File: config.mk
export PLATFORM = sky130hd
export DESIGN_NAME = tpc_ratio
export DESIGN_NICKNAME = d
export VERILOG_FILES = /design/src/hdl/tpc_ratio.sv
export SDC_FILE = /design/constraint.sdc
export NUM_CORES = 1
export LEC_CHECK = 0
export ABC_CLOCK_PERIOD_IN_PS = 3600
export BUFFER_PORTS_ARGS = -buffer_cell sky130_fd_sc_hd__buf_2
export CORE_ASPECT_RATIO = 0.75
export CORE_MARGIN = 3
export CORE_UTILIZATION = 40
export CTS_CLUSTER_SIZE = 30
export DETAILED_ROUTE_END_ITERATION = 10
export GPL_ROUTABILITY_DRIVEN = 0
export HOLD_SLACK_MARGIN = 0.02
export PLACE_DENSITY = 0.59
export REMOVE_ABC_BUFFERS = 1
export SLEW_MARGIN = 20
export SYNTH_ARGS = -nofsm -noshare
export SYNTH_HDL_FRONTEND = slang
export SYNTH_SLANG_ARGS = --single-unit
File: constraint.sdc
create_clock -name clock -period 3.6 [get_ports clock]
set_input_delay 0 -clock clock [delete_from_list [all_inputs] [get_ports clock]]
set_output_delay 0 -clock clock [all_outputs]
set_load 0.03 [all_outputs]
File: src/hdl/tpc_ratio.sv
`timescale 1ns / 1ps
`default_nettype none
// ----------------------------------------------------------------------------
// tpc_ratio
// Pipelined fixed-point ratio num/den, one quotient bit per stage, saturating
// to one plus one unit when num exceeds den.
// ----------------------------------------------------------------------------
module tpc_ratio #(
   parameter int VAL_W     = 42,
   parameter int FRAC_BITS = 8
) (
   input  wire logic                   clock,
   input  wire logic                   adv,
   input  wire logic [VAL_W-1:0]       num_in,
   input  wire logic [VAL_W-1:0]       den_in,
   output logic      [FRAC_BITS+1:0]   ratio_out
);
   localparam int Q_W = FRAC_BITS + 2;
   localparam int NS  = FRAC_BITS + 1;
   localparam logic [Q_W-1:0] SAT_VAL = (Q_W'(1) << FRAC_BITS) + Q_W'(1);

   logic [VAL_W-1:0] rem_ff [NS];
   logic [VAL_W-1:0] den_ff [NS];
   logic [Q_W-1:0]   q_ff   [NS];
   logic             sat_ff [NS];

   genvar g;
   generate
      for (g = 0; g < NS; g++) begin : g_stage
         logic [VAL_W:0]   rem_cur, diff;
         logic [VAL_W-1:0] den_cur;
         logic [Q_W-1:0]   q_prev;
         logic             sat_cur, ge;
         if (g == 0) begin : g_first
            assign rem_cur = {1'b0, num_in};
            assign den_cur = den_in;
            assign q_prev  = '0;
            assign sat_cur = num_in > den_in;
         end else begin : g_next
            assign rem_cur = {rem_ff[g-1], 1'b0};
            assign den_cur = den_ff[g-1];
            assign q_prev  = q_ff[g-1];
            assign sat_cur = sat_ff[g-1];
         end
         assign ge   = rem_cur >= {1'b0, den_cur};
         assign diff = rem_cur - {1'b0, den_cur};
         always_ff @(posedge clock) begin
            if (adv) begin
               rem_ff[g] <= ge ? diff[VAL_W-1:0] : rem_cur[VAL_W-1:0];
               den_ff[g] <= den_cur;
               q_ff[g]   <= {q_prev[Q_W-2:0], ge};
               sat_ff[g] <= sat_cur;
            end
         end
      end
   endgenerate

   assign ratio_out = sat_ff[NS-1] ? SAT_VAL : q_ff[NS-1];

endmodule
`default_nettype wire

* After elaboration in Yosys (flattened, before gate mapping)
Memories as Yosys holds them, arrays and structs flattened. Cells that the tools add are included.
Operators by class: $add $sub $neg 9, $lt $le $gt $ge 10, mux-type cells 12
Operator list (count):
- two-way mux 42 bit | 9
- subtractor 42 bit | 9
- >= comparator 43 x 42 -> 1 bit | 8
- >= comparator 42 bit | 1
- > comparator 42 bit | 1
- two-way mux 10 bit | 1
- two-way mux 1 bit | 2
Word-level totals: register bits 0, bits in writable memories 855, output and inout port bits 10, memories kept 4
Memories:
- den_ff | depth 9, bits a word 42, rd ports 8, clocked after Yosys merged registers in 0, write ports 9, RTL line 23 | logic [VAL_W-1:0] den_ff [NS];
- rem_ff | depth 9, bits a word 42, rd ports 8, clocked after Yosys merged registers in 0, write ports 9, RTL line 22 | logic [VAL_W-1:0] rem_ff [NS];
- q_ff | depth 9, bits a word 10, rd ports 9, clocked after Yosys merged registers in 0, write ports 9, RTL line 24 | logic [Q_W-1:0] q_ff [NS];
- sat_ff | depth 9, bits a word 1, rd ports 9, clocked after Yosys merged registers in 0, write ports 9, RTL line 25 | logic sat_ff [NS];

* Logic depth before layout (Yosys ltp)
An unclocked memory read counts as a cell.
depth in word-level cells 3, mapped depth 16, mapped depth without buffers 15

* Least setup slack after synthesis
OpenSTA, ideal clock, no wires.
path kind register to register, from mem rem_ff[6][0], in the netlist rem_ff[0][252], to mem rem_ff[7][9], in the netlist rem_ff[0][303] (data pin), data arrival time 3.121 ns, required time 3.338 ns, setup slack 0.216 ns, stages on the path, launching flop included 14, path buffers 1, clock period less this slack 3.384 ns, path through edfxtp_1 ha_1 nor2b_1 o31a_1 o31a_1 a31oi_1 nand4_1 a221oi_2 o21ai_1 and4_1 nor2_1 o211ai_2 buf_2 mux2_1
RTL lines (RTL line):
- start, declared | 22

==> results.sh <==
export IMPL_initial_core_util_pct=40.7
export IMPL_synth_cells=4368
export IMPL_fin_nets=5287
export IMPL_grt_max_degree=89
export IMPL_die_width_microns=397
export IMPL_yosys_warnings=0
export IMPL_vias=33400
export IMPL_cts_tree="yes"
export IMPL_fillers=10200
export IMPL_leakagePower_uw=0.0231
export IMPL_cts_buffers=76
export IMPL_drive_gt1_share_pct=16.8
export IMPL_die_area_sq_um=119000
export IMPL_avgSynthCellArea_sq_um=10.5
export IMPL_chipHeight_microns=299
export IMPL_syn_area_sq_um=45900
export IMPL_ant_nets=0
export IMPL_io_pins=96
export IMPL_synth_top_area_share_pct=47.5
export IMPL_grt_ovfl_total=0
export IMPL_remaining_drc_errors=0
export IMPL_setup_worst_path_class="reg -> reg"
export IMPL_antenna_cells=0
export IMPL_hp_start="den_in[16]"
export IMPL_max_cap_violations=0
export IMPL_crit_start="rem_ff[0][210]"
export IMPL_synthToLayoutAreaGrowth_pct=19.1
export IMPL_ys_ff_latch=726
export IMPL_timing_rr_start="rem_ff[0][210]"
export IMPL_crit_path_end_kind="flip-flop"
export IMPL_synthMostInstantiatedCell="edfxtp_1"
export IMPL_clockBufferDepth=3
export IMPL_drtIter0Drc=2453
export IMPL_cp_required_ns=3.99
export IMPL_grt_setup_unrepaired="true"
export IMPL_grt_pass1_vias=32000
export IMPL_hp_class="in -> reg"
export IMPL_yosysUniqueCellTypes=96
export IMPL_crit_arrival_ns=4.06
export IMPL_tns_ns=-1.74
export IMPL_htreeDepth=3
export IMPL_finalCriticalPeriod_ns=3.67
export IMPL_fin_ws_ns=-0.0697
export IMPL_fin_cells=6384
export IMPL_finalSetupViolCount=52
export IMPL_violations="setup timing"
export IMPL_grt_pass1_wl_microns=169000
export IMPL_wl_microns=107000
export IMPL_worstSkewPairLatency_ns=0.65
export IMPL_relSlewSlack_pct=46.4
export IMPL_cts_root_buf="clkbuf_16"
export IMPL_path_clk_slew_ns=0.06
export IMPL_outcome="complete, but fails checks"
export IMPL_antenna_found_initial=0
export IMPL_rows=106
export IMPL_fin_skew_ns=0.0223
export IMPL_seq_area_frac_synth_pct=47.5
export IMPL_groute_usage_overall_pct=17.5
export IMPL_powerDensity_nw_per_um2=805
export IMPL_port_buffers=94
export IMPL_cp_max_fo=5
export IMPL_synthTopCellsByCount="edfxtp_1, inv_1, a21oi_1, ha_1, nand2_1"
export IMPL_synthArstFlopShare_pct=0
export IMPL_hold_viol_final=0
export IMPL_coreArea_sq_um=113000
export IMPL_dp_final_hpwl_microns=80900
export IMPL_wire_per_inst_microns=16.7
export IMPL_dp_cells=6113
export IMPL_drv_slew=0
export IMPL_yosysTopAreaCell="edfxtp_1"
export IMPL_post_route_period_util_pct=102
export IMPL_synth_main_ff_cell="edfxtp_1"
export IMPL_firstDrtPassIters=6
export IMPL_viasPerCell=5.23
export IMPL_cp_start_kind="flip-flop"
export IMPL_synth_edf_count=726
export IMPL_cts_sinks=726
export IMPL_ys_top_cells_by_area="edfxtp_1, ha_1, a21oi_1"
export IMPL_worst_pin_slew_ns=0.805
export IMPL_fmax_ghz=0.273
export IMPL_vdd_ir_drop_worst_mv=0.393
per-stage QoR:
stage               worst slack, ns  instance area, sq um  hold slack, ns  utilization (%)  power (uW)
floorplan                     -1.92                 45200          0.0989                -       28200
global placement             -0.108                 49900           0.196             44.3       34100
detailed placement           -0.160                 49900           0.202             44.3       34300
CTS                         -0.0554                 53900          0.0251             47.9       43300
global route                 -0.219                 54600          0.0492             48.5       47200
finish                      -0.0697                 54600          0.0910             48.5       44000
kinds of logic (layout without fill, tap and decap cells):
kind of cell	count (synthesis)	count (layout)	synth area share, %
muxes	139	139	3.64
buffers and inverters	586	1090	4.99
other	1	1	0.00818
and+or+nand+nor	980	980	10.3
adders and majority gates	385	385	10.6
DFF	726	726	47.5
xor gates and xnor gates	297	297	5.67
AOI/OAI and AO/OA	1254	1254	17.2
final cells by class:
cell class	count	area, sq um	share of cell area, %
multi-input cells	3056	22400	41.1
repair buffers	508	4220	7.72
clock inverters	49	601	1.10
inverters	448	1680	3.08
clock buffers	85	1980	3.62
flip-flops and latches	726	21800	39.9
well taps	1512	1890	3.46
report_power, final:
group          switching [uW]  internal (uW)
Clock                    3240           4890
Combinational           11300          10600
Sequential               1440          12500
Total                   16000          28000
cells in the final DEF (no fill, tap or decap), types with 38 or more instances in the layout:
master         Yosys  routed
clkbuf_16          0      83
o21ai_0          270     262
xor2_1           130     130
a31oi_1           43      38
buf_2             31      93
inv_1            445     442
buf_4              3     296
nand4_1           78      78
nand3_1           63      60
a21o_1           198     198
mux2_2            85      82
mux2_4            30      45
and3_1            42      42
nor2_1           249     246
o21bai_1          43      43
edfxtp_1         726     726
o21a_1            51      51
dlygate4sd3_1      0      85
nand2_1          314     312
ha_1             377     364
xnor2_1          167     167
a21oi_1          441     421
nor2b_1           63      58
nor3_1            41      40
flip-flops by register name (all words and copies together) (netlist names):
name and count:
rem_ff 336, sat_ff 9, q_ff 45, den_ff 336
routing by layer:
metal | global-route usage, % | wire length, microns | part of all wire (%)
met1 | 26.3 | 52900 | 50
met2 | 26.3 | 45200 | 42
met3 | 2.19 | 5130 | 4.8
met4 | 5.50 | 3470 | 3.2
met5 | 0 | 0 | 0
timing repair:
item | CTS | global route
hold buffers | 85 | 0
setup buffers | 35 | 11
setup endpoints to repair | 131 | 279
pin swaps | 18 | 39
endpoints found under the hold margin | 164 | 0
gates resized for setup | 43 | 106
cloned | 4 | 5
path summary, 6_finish.rpt:
check	slack (ns)	end	cells past startpoint
worst max-delay path	-0.07	rem_ff[0][266]	16
worst min-delay path	0.09	den_ff[0][16]	2
worst max register to register	-0.07	rem_ff[0][266]	16
worst min register to register	0.41	sat_ff[0][7]	0
critical path, stage by stage, from the launching register on:
cell and delay [ns]:
edfxtp_1 0.43, ha_4 0.30, nor2b_4 0.12, o21a_1 0.17, o21ai_2 0.09, a211oi_4 0.32, a311oi_2 0.13, buf_4 0.17
a31o_4 0.25, nor3_4 0.15, a31o_1 0.19, a21oi_2 0.08, o41ai_4 0.23, buf_6 0.21, buf_6 0.15, buf_12 0.13
mux2_4 0.30
(Power assumes the default switching activity.)
